## src/hdl/slsf_pkg.sv

```systemverilog
// Shared types and constants for the sprite line select and fetch block.
// Holds command and register codes, stream field offsets and the slot record.
// No dependencies.
package slsf_pkg;

    // Command codes carried in s_tuser
    typedef enum logic [1:0] {
        CMD_CLEAR  = 2'd0,
        CMD_OFFER  = 2'd1,
        CMD_QUERY  = 2'd2,
        CMD_DECODE = 2'd3
    } cmd_t;

    // Configuration register indexes
    typedef enum logic [1:0] {
        REG_OBJECTS_ENABLED = 2'd0,
        REG_TALL_OBJECTS    = 2'd1,
        REG_COLOR_MODE      = 2'd2
    } reg_index_t;

    localparam int CMD_W      = 2;
    localparam int CFG_IDX_W  = 2;
    localparam int CFG_DATA_W = 1;

    // Input beat layout (s_tdata), lowest bit first
    localparam int IN_DATA_W   = 72;
    localparam int IN_LINE_LSB = 0;
    localparam int IN_INDEX_LSB = 8;
    localparam int IN_INDEX_W  = 6;
    localparam int IN_Y_LSB    = 14;
    localparam int IN_X_LSB    = 22;
    localparam int IN_TILE_LSB = 30;
    localparam int IN_FLAGS_LSB = 38;
    localparam int IN_PX_LSB   = 46;
    localparam int IN_LOW_LSB  = 54;
    localparam int IN_HIGH_LSB = 62;

    // Output beat layout (m_tdata)
    localparam int OUT_DATA_W = 32;
    localparam int ADDR_W     = 13;

    // Object coordinate offsets and tile pairing mask
    localparam logic [7:0] OBJ_Y_OFFSET   = 8'd16;
    localparam logic [7:0] OBJ_X_OFFSET   = 8'd8;
    localparam logic [7:0] TILE_PAIR_MASK = 8'hFE;
    localparam logic [7:0] SHORT_HEIGHT   = 8'd8;
    localparam logic [7:0] TALL_HEIGHT    = 8'd16;

    // Attribute bits
    localparam int FLAG_BANK  = 3;
    localparam int FLAG_HFLIP = 5;
    localparam int FLAG_VFLIP = 6;
    localparam int FLAG_PRIO  = 7;

    typedef struct packed {
        logic [7:0] y;
        logic [7:0] x;
        logic [7:0] tile;
        logic [7:0] flags;
    } slot_t;

endpackage

```

## src/hdl/sprite_line_select_fetch.sv

```systemverilog
// Sprite line select and fetch: top level, slot table and shared address unit.
// Depends on slsf_pkg.
//
// Usage:
//   The input stream (s_*) carries one command per beat, the command code in
//   s_tuser. Clear empties the slot table; offer tests one object entry
//   against the scanline and keeps it while slots remain; query walks the
//   held slots and returns one VRAM row fetch beat per slot whose X matches;
//   decode turns two bit-plane bytes into eight pixel beats.
//   The output stream (m_*) carries results; m_tuser is 0 for a fetch request,
//   1 for a decoded pixel, and m_tlast marks the final beat of a command.
//   Clear and offer finish in the cycle they are accepted (one per cycle).
//   An accepted query, with objects enabled and slots held, walks the held
//   slots in an X compare pass, then in an emit pass in which the single
//   address unit forms each row address; with no X match the emit pass is
//   skipped. An accepted decode then emits its eight pixel beats.
//   s_tready is high only while the sequencer is idle.
//   The output register holds a beat until m_tready; the sequencer waits on
//   it and resumes without loss. A stalled last beat does not block new input.
//   Reset clears the slot table, the slot count and all configuration bits.
//   Configuration writes via cfg_we are taken at any time but are meant to
//   land only while the block is idle.
module sprite_line_select_fetch
    import slsf_pkg::*;
#(
    parameter int SLOTS   = 10,
    parameter int ENTRIES = 40
)
(
    input  logic                  clk,
    input  logic                  rst_n,
    // Input stream
    input  logic                  s_tvalid,
    output logic                  s_tready,
    // line[7:0], entry_index[13:8], entry_y[21:14], entry_x[29:22],
    // entry_tile[37:30], entry_flags[45:38], pixel_x[53:46],
    // tile_low[61:54], tile_high[69:62], zero pad[71:70]
    input  logic [IN_DATA_W-1:0]  s_tdata,
    // command[1:0]
    input  logic [CMD_W-1:0]      s_tuser,
    // Output stream
    output logic                  m_tvalid,
    input  logic                  m_tready,
    // vram_address[12:0], vram_bank[13], sprite_flags[21:14], color_id[23:22],
    // palette[26:24], bg_priority[27], zero pad[31:28]
    output logic [OUT_DATA_W-1:0] m_tdata,
    // kind[0]
    output logic                  m_tuser,
    output logic                  m_tlast,
    // Configuration write port
    input  logic                  cfg_we,
    input  logic [CFG_IDX_W-1:0]  cfg_index,
    input  logic [CFG_DATA_W-1:0] cfg_data
);

    localparam int SLOT_W = (SLOTS > 1) ? $clog2(SLOTS) : 1;
    localparam int CNT_W  = $clog2(SLOTS + 1);
    localparam int ENT_W  = IN_INDEX_W + 1;

    typedef enum logic [1:0] {
        ST_IDLE,
        ST_SCAN,
        ST_EMIT,
        ST_DECODE
    } state_t;

    state_t               state_reg, state_next;
    slot_t                slot_reg [SLOTS];
    slot_t                slot_next [SLOTS];
    logic [CNT_W-1:0]     count_reg, count_next;
    logic [SLOT_W-1:0]    idx_reg, idx_next;
    logic [SLOTS-1:0]     mask_reg, mask_next;
    logic [2:0]           bit_reg, bit_next;

    logic                 obj_en_reg, obj_en_next;
    logic                 tall_reg, tall_next;
    logic                 color_reg, color_next;

    // Latched command operands
    logic [7:0]           line_reg, line_next;
    logic [7:0]           px_reg, px_next;
    logic [7:0]           flags_reg, flags_next;
    logic [7:0]           low_reg, low_next;
    logic [7:0]           high_reg, high_next;

    // Output register
    logic                 out_valid_reg, out_valid_next;
    logic                 out_kind_reg, out_kind_next;
    logic                 out_last_reg, out_last_next;
    logic [ADDR_W-1:0]    out_addr_reg, out_addr_next;
    logic                 out_bank_reg, out_bank_next;
    logic [7:0]           out_flags_reg, out_flags_next;
    logic [1:0]           out_cid_reg, out_cid_next;
    logic [2:0]           out_pal_reg, out_pal_next;
    logic                 out_pri_reg, out_pri_next;

    // Combinational helpers
    slot_t                cur_slot;
    slot_t                new_slot;
    logic                 out_free;
    logic                 last_slot;
    logic                 higher_hit;
    logic                 match;
    logic [7:0]           height;
    logic [7:0]           row;
    logic [7:0]           tile;
    logic [ADDR_W-1:0]    row_addr;
    logic [7:0]           in_line;
    logic [IN_INDEX_W-1:0] in_index;
    logic [7:0]           in_y;
    logic [7:0]           sy;
    logic [7:0]           offer_row;
    logic [2:0]           sh;

    assign s_tready = (state_reg == ST_IDLE);
    assign m_tvalid = out_valid_reg;
    assign m_tuser  = out_kind_reg;
    assign m_tlast  = out_last_reg;
    assign m_tdata  = {4'b0000, out_pri_reg, out_pal_reg, out_cid_reg, out_flags_reg,
                       out_bank_reg, out_addr_reg};

    assign out_free = !out_valid_reg || m_tready;

    always_comb
    begin
        state_next     = state_reg;
        slot_next      = slot_reg;
        count_next     = count_reg;
        idx_next       = idx_reg;
        mask_next      = mask_reg;
        bit_next       = bit_reg;
        obj_en_next    = obj_en_reg;
        tall_next      = tall_reg;
        color_next     = color_reg;
        line_next      = line_reg;
        px_next        = px_reg;
        flags_next     = flags_reg;
        low_next       = low_reg;
        high_next      = high_reg;
        out_valid_next = out_valid_reg && !m_tready;
        out_kind_next  = out_kind_reg;
        out_last_next  = out_last_reg;
        out_addr_next  = out_addr_reg;
        out_bank_next  = out_bank_reg;
        out_flags_next = out_flags_reg;
        out_cid_next   = out_cid_reg;
        out_pal_next   = out_pal_reg;
        out_pri_next   = out_pri_reg;

        height = tall_reg ? TALL_HEIGHT : SHORT_HEIGHT;

        // Shared address unit: row address of the slot under the cursor
        cur_slot = slot_reg[idx_reg];
        row = line_reg - cur_slot.y;
        if (cur_slot.flags[FLAG_VFLIP])
        begin
            row = (height - 8'd1) - row;
        end
        tile = cur_slot.tile;
        if (tall_reg)
        begin
            tile = tile & TILE_PAIR_MASK;
            if (row >= 8'd8)
            begin
                row  = row - 8'd8;
                tile = tile + 8'd1;
            end
        end
        row_addr = {1'b0, tile, 4'b0000} + {4'b0000, row, 1'b0};

        match     = ((cur_slot.x - OBJ_X_OFFSET) == px_reg);
        last_slot = ((CNT_W'(idx_reg) + CNT_W'(1)) == count_reg);

        // Any later slot still due to emit decides the last flag
        higher_hit = 1'b0;
        for (int k = 0; k < SLOTS; k++)
        begin
            if (k > int'(idx_reg))
            begin
                higher_hit = higher_hit | mask_reg[k];
            end
        end

        // Offer test on the incoming beat
        in_line   = s_tdata[IN_LINE_LSB +: 8];
        in_index  = s_tdata[IN_INDEX_LSB +: IN_INDEX_W];
        in_y      = s_tdata[IN_Y_LSB +: 8];
        sy        = in_y - OBJ_Y_OFFSET;
        offer_row = in_line - sy;
        new_slot.y     = sy;
        new_slot.x     = s_tdata[IN_X_LSB +: 8];
        new_slot.tile  = s_tdata[IN_TILE_LSB +: 8];
        new_slot.flags = s_tdata[IN_FLAGS_LSB +: 8];

        // Pixel order: leftmost first unless flipped
        sh = flags_reg[FLAG_HFLIP] ? bit_reg : ~bit_reg;

        if (cfg_we)
        begin
            case (cfg_index)
                REG_OBJECTS_ENABLED: obj_en_next = cfg_data[0];
                REG_TALL_OBJECTS:    tall_next   = cfg_data[0];
                REG_COLOR_MODE:      color_next  = cfg_data[0];
                default:             ;
            endcase
        end

        case (state_reg)
            ST_IDLE:
            begin
                if (s_tvalid)
                begin
                    line_next  = in_line;
                    px_next    = s_tdata[IN_PX_LSB +: 8];
                    flags_next = s_tdata[IN_FLAGS_LSB +: 8];
                    low_next   = s_tdata[IN_LOW_LSB +: 8];
                    high_next  = s_tdata[IN_HIGH_LSB +: 8];
                    case (s_tuser)
                        CMD_CLEAR:
                        begin
                            count_next = '0;
                        end
                        CMD_OFFER:
                        begin
                            if ((ENT_W'(in_index) < ENT_W'(ENTRIES)) &&
                                (count_reg < CNT_W'(SLOTS)) && (offer_row < height))
                            begin
                                slot_next[count_reg[SLOT_W-1:0]] = new_slot;
                                count_next = count_reg + CNT_W'(1);
                            end
                        end
                        CMD_QUERY:
                        begin
                            idx_next  = '0;
                            mask_next = '0;
                            if (obj_en_reg && (count_reg != '0))
                            begin
                                state_next = ST_SCAN;
                            end
                        end
                        CMD_DECODE:
                        begin
                            bit_next   = '0;
                            state_next = ST_DECODE;
                        end
                        default: ;
                    endcase
                end
            end

            ST_SCAN:
            begin
                // One slot X compare per cycle
                mask_next[idx_reg] = match;
                if (last_slot)
                begin
                    idx_next = '0;
                    if ((mask_reg == '0) && !match)
                    begin
                        state_next = ST_IDLE;
                    end
                    else
                    begin
                        state_next = ST_EMIT;
                    end
                end
                else
                begin
                    idx_next = idx_reg + SLOT_W'(1);
                end
            end

            ST_EMIT:
            begin
                // Skip misses at once, hold a hit until the output frees up
                if (!mask_reg[idx_reg] || out_free)
                begin
                    if (mask_reg[idx_reg])
                    begin
                        out_valid_next = 1'b1;
                        out_kind_next  = 1'b0;
                        out_last_next  = !higher_hit;
                        out_addr_next  = row_addr;
                        out_bank_next  = color_reg & cur_slot.flags[FLAG_BANK];
                        out_flags_next = cur_slot.flags;
                        out_cid_next   = '0;
                        out_pal_next   = '0;
                        out_pri_next   = 1'b0;
                    end
                    if (last_slot)
                    begin
                        state_next = ST_IDLE;
                    end
                    else
                    begin
                        idx_next = idx_reg + SLOT_W'(1);
                    end
                end
            end

            ST_DECODE:
            begin
                if (out_free)
                begin
                    out_valid_next = 1'b1;
                    out_kind_next  = 1'b1;
                    out_last_next  = (bit_reg == 3'd7);
                    out_addr_next  = '0;
                    out_bank_next  = 1'b0;
                    out_flags_next = '0;
                    out_cid_next   = {high_reg[sh], low_reg[sh]};
                    out_pal_next   = flags_reg[2:0];
                    out_pri_next   = flags_reg[FLAG_PRIO];
                    bit_next       = bit_reg + 3'd1;
                    if (bit_reg == 3'd7)
                    begin
                        state_next = ST_IDLE;
                    end
                end
            end

            default:
            begin
                state_next = ST_IDLE;
            end
        endcase
    end

    always_ff @(posedge clk or negedge rst_n)
    begin
        if (!rst_n)
        begin
            state_reg     <= ST_IDLE;
            for (int k = 0; k < SLOTS; k++)
            begin
                slot_reg[k] <= '0;
            end
            count_reg     <= '0;
            idx_reg       <= '0;
            mask_reg      <= '0;
            bit_reg       <= '0;
            obj_en_reg    <= 1'b0;
            tall_reg      <= 1'b0;
            color_reg     <= 1'b0;
            line_reg      <= '0;
            px_reg        <= '0;
            flags_reg     <= '0;
            low_reg       <= '0;
            high_reg      <= '0;
            out_valid_reg <= 1'b0;
            out_kind_reg  <= 1'b0;
            out_last_reg  <= 1'b0;
            out_addr_reg  <= '0;
            out_bank_reg  <= 1'b0;
            out_flags_reg <= '0;
            out_cid_reg   <= '0;
            out_pal_reg   <= '0;
            out_pri_reg   <= 1'b0;
        end
        else
        begin
            state_reg     <= state_next;
            slot_reg      <= slot_next;
            count_reg     <= count_next;
            idx_reg       <= idx_next;
            mask_reg      <= mask_next;
            bit_reg       <= bit_next;
            obj_en_reg    <= obj_en_next;
            tall_reg      <= tall_next;
            color_reg     <= color_next;
            line_reg      <= line_next;
            px_reg        <= px_next;
            flags_reg     <= flags_next;
            low_reg       <= low_next;
            high_reg      <= high_next;
            out_valid_reg <= out_valid_next;
            out_kind_reg  <= out_kind_next;
            out_last_reg  <= out_last_next;
            out_addr_reg  <= out_addr_next;
            out_bank_reg  <= out_bank_next;
            out_flags_reg <= out_flags_next;
            out_cid_reg   <= out_cid_next;
            out_pal_reg   <= out_pal_next;
            out_pri_reg   <= out_pri_next;
        end
    end

endmodule

```

## config.mk

```make
export PLATFORM = sky130hd
export DESIGN_NAME = sprite_line_select_fetch
export DESIGN_NICKNAME = d
export VERILOG_FILES = /design/src/hdl/slsf_pkg.sv /design/src/hdl/sprite_line_select_fetch.sv
export SDC_FILE = /design/constraint.sdc
export NUM_CORES = 1
export LEC_CHECK = 0
export ABC_AREA = 0
export BUFFER_PORTS_ARGS = -buffer_cell sky130_fd_sc_hd__buf_2
export CAP_MARGIN = 10
export CORE_MARGIN = 5
export CORE_UTILIZATION = 25
export CTS_CLUSTER_DIAMETER = 120
export DETAILED_ROUTE_END_ITERATION = 10
export SETUP_SLACK_MARGIN = 0.15
export SKIP_LAST_GASP = 1
export SYNTH_ARGS = -nofsm -noshare
export SYNTH_HDL_FRONTEND = slang
export SYNTH_SLANG_ARGS = --single-unit
export TNS_END_PERCENT = 30
```

## constraint.sdc

```tcl
create_clock -name clk -period 12.5 [get_ports clk]
set_input_delay 2.5 -clock clk [delete_from_list [all_inputs] [get_ports clk]]
set_output_delay 2.5 -clock clk [all_outputs]
set_load 0.02 [all_outputs]
```

# --- Word level (Yosys, flattened, before mapping) ---
# Cells that the tools add are included.
word_totals:
  ff_bits: 417
  in_bits: 82
  out_inout_bits: 36
  word_cells: 254
classes:
  n_addsub: 12
  n_lt_le_gt_ge: 19
  eq_ne: 24
  n_mux: 90
  bitwise: 12
  reduce_logical: 35
ops:
  columns: ["operator", "count"]
  rows:
  - ["$bwmux 320", 1]
  - ["$bmux 32 s4", 1]
  - ["$demux 32 s4", 1]
  - ["$mux 32", 3]
  - ["$mux 8", 8]
  - ["$mux 13", 3]
  - ["$mux 1", 26]
  - ["$pmux 13 s2", 1]
  - ["$mux 4", 6]
  - ["$sub 8x8->8", 3]
  - ["$mux 2", 11]
  - ["$mux 3", 7]
  - ["$mux 10", 2]
  - ["$pmux 10 s2", 1]
  - ["$ne 2x2->1 const B", 9]
  - ["$gt 3x4->1 const A", 4]
  - ["$pmux 8 s2", 1]
  - ["$reduce_and 4->1", 4]
  - ["$sub 8x4->8 const B", 2]
  - ["$add 12x9->13", 1]
  - ["$pmux 3 s2", 2]
  - ["$pmux 4 s3", 1]
  - ["$bwmux 10", 1]
  - ["$eq 2x2->1 const B", 5]
  - ["48 further kinds", 88]

# --- Depth between registers and ports, before layout ---
depth:
  ltp_word: 22
  ltp_mapped: 29
  ltp_nobuf: 23

# --- Worst setup path after synthesis ---
# No wires, ideal clock.
synth_path:
  kind: "register -> register"
  start: "register idx_reg[0]"
  end: "register out_addr_reg[10]"
  setup_ps: 83
  arrival_ps: 5908
  required_time_ps: 12417
  setup_slack_ps: 6509
  stages_incl_launch_ff: 27
  synth_period_minus_slack_ps: 5991
  cell_sequence: "dfrtp_1 buf_4 buf_6 buf_6 buf_4 buf_6 buf_4 buf_4 mux4_2 a22oi_1 ha_1 and3_1 o31a_1 or4_1 and3_1 a31oi_1 xnor3_1 nor3b_2 o21ai_1 ha_1 fa_1 a21o_1 a21oi_1 nor2b_1 o21a_1 xnor2_1 o21ai_0"
synth_via:
  elab_chain_len: 14
  word_cells_on_any_way: 25
  cone_classes: "add/sub: 5; order compare: 1; eq/ne: 2; mux: 13; bitwise: 1; reduce/logical: 3"
synth_rtl:
  columns: ["element", "line", "source"]
  rows:
  - ["start, declared", "sprite_line_select_fetch.sv:71", "logic [SLOT_W-1:0] idx_reg, idx_next;"]
  - ["start signal, assigned", "sprite_line_select_fetch.sv:365", "idx_reg <= idx_next;"]
  - ["$not 4->5 (implied by the code)", "sprite_line_select_fetch.sv:153", "cur_slot = slot_reg[idx_reg];"]
  - ["$bmux 32 s4", "sprite_line_select_fetch.sv:153", null]
  - ["$mux 32 (implied by the code) (2 in a row)", "sprite_line_select_fetch.sv:153", null]
  - ["$sub 8x8->8", "sprite_line_select_fetch.sv:154", "row = line_reg - cur_slot.y;"]
  - ["$sub 8x8->8", "sprite_line_select_fetch.sv:157", "row = (height - 8'd1) - row;"]
  - ["$mux 8", "sprite_line_select_fetch.sv:155", "if (cur_slot.flags[FLAG_VFLIP])"]
  - ["$sub 8x4->8 / $ge 8x4->1 (equally long branches)", "sprite_line_select_fetch.sv:165, sprite_line_select_fetch.sv:163", null]
  - ["$mux 8", "sprite_line_select_fetch.sv:163", "if (row >= 8'd8)"]
  - ["$mux 8", "sprite_line_select_fetch.sv:160", "if (tall_reg)"]
  - ["$add 12x9->13", "sprite_line_select_fetch.sv:169", "row_addr = {1'b0, tile, 4'b0000} + {4'b0000, row, 1'b0};"]
  - ["$mux 13", "sprite_line_select_fetch.sv:278", "if (mask_reg[idx_reg])"]
  - ["$mux 13", "sprite_line_select_fetch.sv:276", "if (!mask_reg[idx_reg] || out_free)"]
  - ["$pmux 13 s2", "sprite_line_select_fetch.sv:208", "case (state_reg)"]
  - ["end signal, assigned", "sprite_line_select_fetch.sv:379", "out_addr_reg <= out_addr_next;"]
  - ["end, declared", "sprite_line_select_fetch.sv:90", "logic [ADDR_W-1:0] out_addr_reg, out_addr_next;"]
# Several ways; a longest one is shown, not always the timed one. The select of a mux whose other input is x is not followed.
# A chain may end at the register's enable or synchronous reset.

# --- Final worst setup path ---
layout_path:
  start: "input s_tdata[18]"
  end: "register slot_reg[211] in the netlist's numbering"
layout_via:
  elab_chain_len: 5
layout_rtl:
  columns: ["element", "line", "source"]
  rows:
  - ["start, declared", "sprite_line_select_fetch.sv:38", "input logic [IN_DATA_W-1:0] s_tdata,"]
  - ["$sub 8x5->8", "sprite_line_select_fetch.sv:188", "sy = in_y - OBJ_Y_OFFSET;"]
  - ["$sub 8x8->8", "sprite_line_select_fetch.sv:189", "offer_row = in_line - sy;"]
  - ["$lt 8x5->1", "sprite_line_select_fetch.sv:226", "(count_reg < CNT_W'(SLOTS)) && (offer_row < height))"]
  - ["$logic_and 1x1->1", "sprite_line_select_fetch.sv:226", null]
  - ["$reduce_and 4->1 (no source line)", null, null]
  - ["end signal, assigned", "sprite_line_select_fetch.sv:363", "slot_reg <= slot_next;"]
  - ["end, declared", "sprite_line_select_fetch.sv:68", "slot_t slot_reg [SLOTS];"]
# Every way passes these cells.

==> run summary <==
DP Area - 22100 µm²
worst slew pin tran - 1.19 ns
via count of the first global-routing pass - 13800
clock skew - 0.0173 ns
remaining max-slew budget at the tightest pin - 20.9%
ys flop type - sky130_fd_sc_hd__dfrtp_1
Register-to-Register Path Depth - 24
ratio of final minimum period to clock period - 53.5%
# nets final - 1734
switching part of the total power - 31.7%
post-route setup slack - 5.81 ns
clock network power share - 35.2%
CP cell instances - buf_2 > inv_1 > ha_1 > xor2_1 > inv_1 > ha_1 > nor2_1 > mux2i_1 > a2bb2oi_1 > nor2_1 > o2111ai_4 > nor4_4 > buf_4 > mux2_2
cell count along the critical path - 14
hold path startpoint - out_pal_reg[0]$_DFFE_PN0P_
count of nets left with antenna violations after detail routing - 0
RSZ-0062 raised after global routing - false
wire length of the first global-routing pass - 85600 µm
Starting Density - 25.2%
die area - 88300 µm²
type of element launching the critical path - input pin
post-synthesis cell type with the largest combined area - sky130_fd_sc_hd__dfrtp_1
std cell rows - 105
leading post-synthesis cells by instance count - sky130_fd_sc_hd__dfrtp_1, sky130_fd_sc_hd__mux2_2, sky130_fd_sc_hd__mux2i_1, sky130_fd_sc_hd__nand2_1, sky130_fd_sc_hd__o21ai_0
number of enable-type register cells in the synthesized netlist - 0
share of post-route cells with drive strength above 1 - 39.2%
final routed wire length divided by cell count - 20.3 µm
MaxCap Viol Count - 0
post-synthesis instance area - 20600 µm²
number of levels the H-tree was split into - 2
Core Box Area - 82000 µm²
clock root cell - sky130_fd_sc_hd__clkbuf_16
portion of total power attributed to sequential cells - 39.1%
endpoint type of the worst setup path - register
setup slack on the worst flop-to-flop path - 5.84 ns
vertical die dimension - 297 µm
number of flip-flops in the largest register - 320
initial antenna violation count - 13
total detailed-routing wirelength - 55200 µm
width of the die - 297 µm
global-route usage over all layers - 12.2%
post-synth cell types - 75
post-synth top area share - 50.1%
net switching component of the power - 1.26 mW
number of instances in the synthesized netlist - 1527
total via count after detailed routing - 13000
final slew viol count - 0
area growth from synthesis to layout - 14.9%
total power per unit cell area - 168 nW/µm²
Synth area leaders - sky130_fd_sc_hd__dfrtp_1, sky130_fd_sc_hd__mux2_2, sky130_fd_sc_hd__mux4_2, sky130_fd_sc_hd__mux2i_1, sky130_fd_sc_hd__ha_1
internal power summed over all cells - 2.72 mW
clk_lat worst skew - 0.59 ns
clock tree from TritonCTS - built
design area - 23700 µm²
Hold Path End - out_pal_reg[0]$_DFFE_PN0P_
maximum number of pins on one net before global-route repair - 177
combinational cell fraction of total power - 25.8%
class of the tightest hold or removal check - reg2reg
first drt pass iteration count - 5
sequential fraction of the synthesis area - 50.1%
maximum clock insertion buffer count - 3
clock transition time at the flip-flop clock pins of the worst setup and hold paths - 0.06 ns
Period minus WS final - 6.69 ns
Worst IR Drop VDD - 0.0938 mV
area taken by multi-input logic gates - 9480 µm²
Max Clk Rate - 150 MHz
most common cell in the netlist - sky130_fd_sc_hd__dfrtp_1
Initial DRC Count - 755
hold path cells - 2
number of setup buffers added after CTS - 0
largest stage delay on the critical path - 0.89 ns
endpoint of the worst-slack reg-to-reg timing path - out_addr_reg[10]$_DFFE_PN0P_
post-layout power - 3.98 mW
count of endpoints failing setup in the final report - 0
leakage power figure - 10.9 nW
TNS Setup - 0 ns
total clock buffers created by CTS - 46
synthesized flop and latch total - 413
run status - finished clean
warnings from Yosys - 0
CP max FO - 24
via count normalized by instance count - 4.76
cell class contributing the biggest share of worst-path delay - simple AND/OR/NAND/NOR gates
worst setup slack after placement - 5.22 ns
number of design rule violations left after detail routing - 0
number of sinks on the clock net - 413
number of fill cells in the layout - 8305
post-synthesis average cell area - 13.5 µm²
buffer and inverter count on the worst path - 4
final RePlAce weighted congestion - 0.809
worst setup path category - in2reg
total of buffers placed on input and output ports - 107
GR Overflow Total - 0
Ports - 118
data required time at the worst endpoint - 12.97 ns
Resized Gates After CTS - 0
hpwl dp - 36000 µm
cell type of the slowest stage on the worst timing path - sky130_fd_sc_hd__nor4_4
Seq. cell area - 10300 µm²
number of hold-repair buffers added at the cts stage - 0
worst reg2reg startpoint - idx_reg[2]$_DFFE_PN0P_
worst endpoint data arrival time - 7.15 ns
async set-or-reset flop fraction in the synthesized netlist - 100%
count of endpoints failing hold in the final timing report - 0
[routing by layer]
layer	vias to the layer above	share of wire, %	track usage, %	wire [µm]
li1	5748	-	-	-
met1	6873	45	16.2	24600
met2	252	49	20.9	27000
met3	74	4.2	2.04	2320
met4	6	2.2	3.24	1230
met5	-	0.076	0	42
[power by group through the flow]
stage	Combinational, mW	Clock [mW]	Sequential, mW
after floorplan	0.746	0	1.55
after global placement	1.00	0	1.57
after detailed placement	1.02	0	1.58
after CTS	1.03	1.43	1.56
after global routing	1.12	1.49	1.57
final	1.02	1.40	1.55
[per-stage QoR]
stage	instances	util [%]	hold WS, ns
after floorplan	1531	-	0.451
after global placement	2632	26.9	0.461
after detailed placement	2632	26.9	0.470
after CTS	2716	28.9	0.483
after global routing	2717	28.9	0.505
final	2720	28.9	0.478
[placed cells by master (no fill, tap or decap), types with 14 or more instances in the layout]
cell type,instances
sky130_fd_sc_hd__dfrtp_1,410
sky130_fd_sc_hd__mux2_2,337
sky130_fd_sc_hd__buf_2,106
sky130_fd_sc_hd__mux2i_1,70
sky130_fd_sc_hd__nand2_1,69
sky130_fd_sc_hd__o21ai_0,65
sky130_fd_sc_hd__mux4_2,58
sky130_fd_sc_hd__clkbuf_16,46
sky130_fd_sc_hd__ha_1,39
sky130_fd_sc_hd__inv_1,38
sky130_fd_sc_hd__a21oi_1,38
sky130_fd_sc_hd__buf_4,26
sky130_fd_sc_hd__nor2_1,24
sky130_fd_sc_hd__o22ai_1,23
sky130_fd_sc_hd__xnor2_1,22
sky130_fd_sc_hd__mux2_1,22
sky130_fd_sc_hd__nand3_1,18
sky130_fd_sc_hd__a22oi_1,14
sky130_fd_sc_hd__xor2_1,14
[worst min-delay path, stage by stage (launching register included)]
cell,delay (ns)
sky130_fd_sc_hd__dfrtp_1,0.34
sky130_fd_sc_hd__nand2_1,0.04
sky130_fd_sc_hd__o21ai_0,0.06
[worst max-delay path by stage]
stage | slack [ns] | endpoint | start
floorplan | 6.51 | out_addr_reg[10]$_DFFE_PN0P_ | idx_reg[0]$_DFFE_PN0P_
global placement | 5.36 | slot_reg[241]$_DFFE_PN0P_ | s_tdata[18]
detailed placement | 5.22 | slot_reg[152]$_DFFE_PN0P_ | s_tdata[18]
CTS | 5.83 | out_addr_reg[10]$_DFFE_PN0P_ | idx_reg[2]$_DFFE_PN0P_
global route | 5.32 | out_addr_reg[10]$_DFFE_PN0P_ | idx_reg[2]$_DFFE_PN0P_
finish | 5.81 | slot_reg[211]$_DFFE_PN0P_ | s_tdata[18]
[final cells by class]
| type | instances | share of cell area (%) |
|---|---|---|
| diodes | 3 | 0.0317 |
| multi-input cells | 975 | 40.0 |
| inverters | 40 | 0.634 |
| well taps | 1070 | 5.65 |
| repair buffers | 135 | 3.33 |
| clock inverters | 18 | 1.05 |
| flip-flops and latches | 413 | 43.7 |
| clock buffers | 66 | 5.64 |
[kinds of logic (layout without fill, tap and decap cells)]
| kind of cell | count (synthesis) | in the layout | synth area share [%] |
|---|---|---|---|
| DFF | 413 | 413 | 50.1 |
| and+or+nand+nor | 192 | 192 | 5.27 |
| other | 1 | 8 | 0.0182 |
| AOI/OAI and AO/OA | 202 | 202 | 6.22 |
| adders and majority gates | 41 | 41 | 2.56 |
| muxes | 497 | 497 | 30.1 |
| buffers and inverters | 143 | 259 | 4.02 |
| xor gates and xnor gates | 38 | 38 | 1.75 |
No activity file was read; power rests on OpenSTA's default activity.
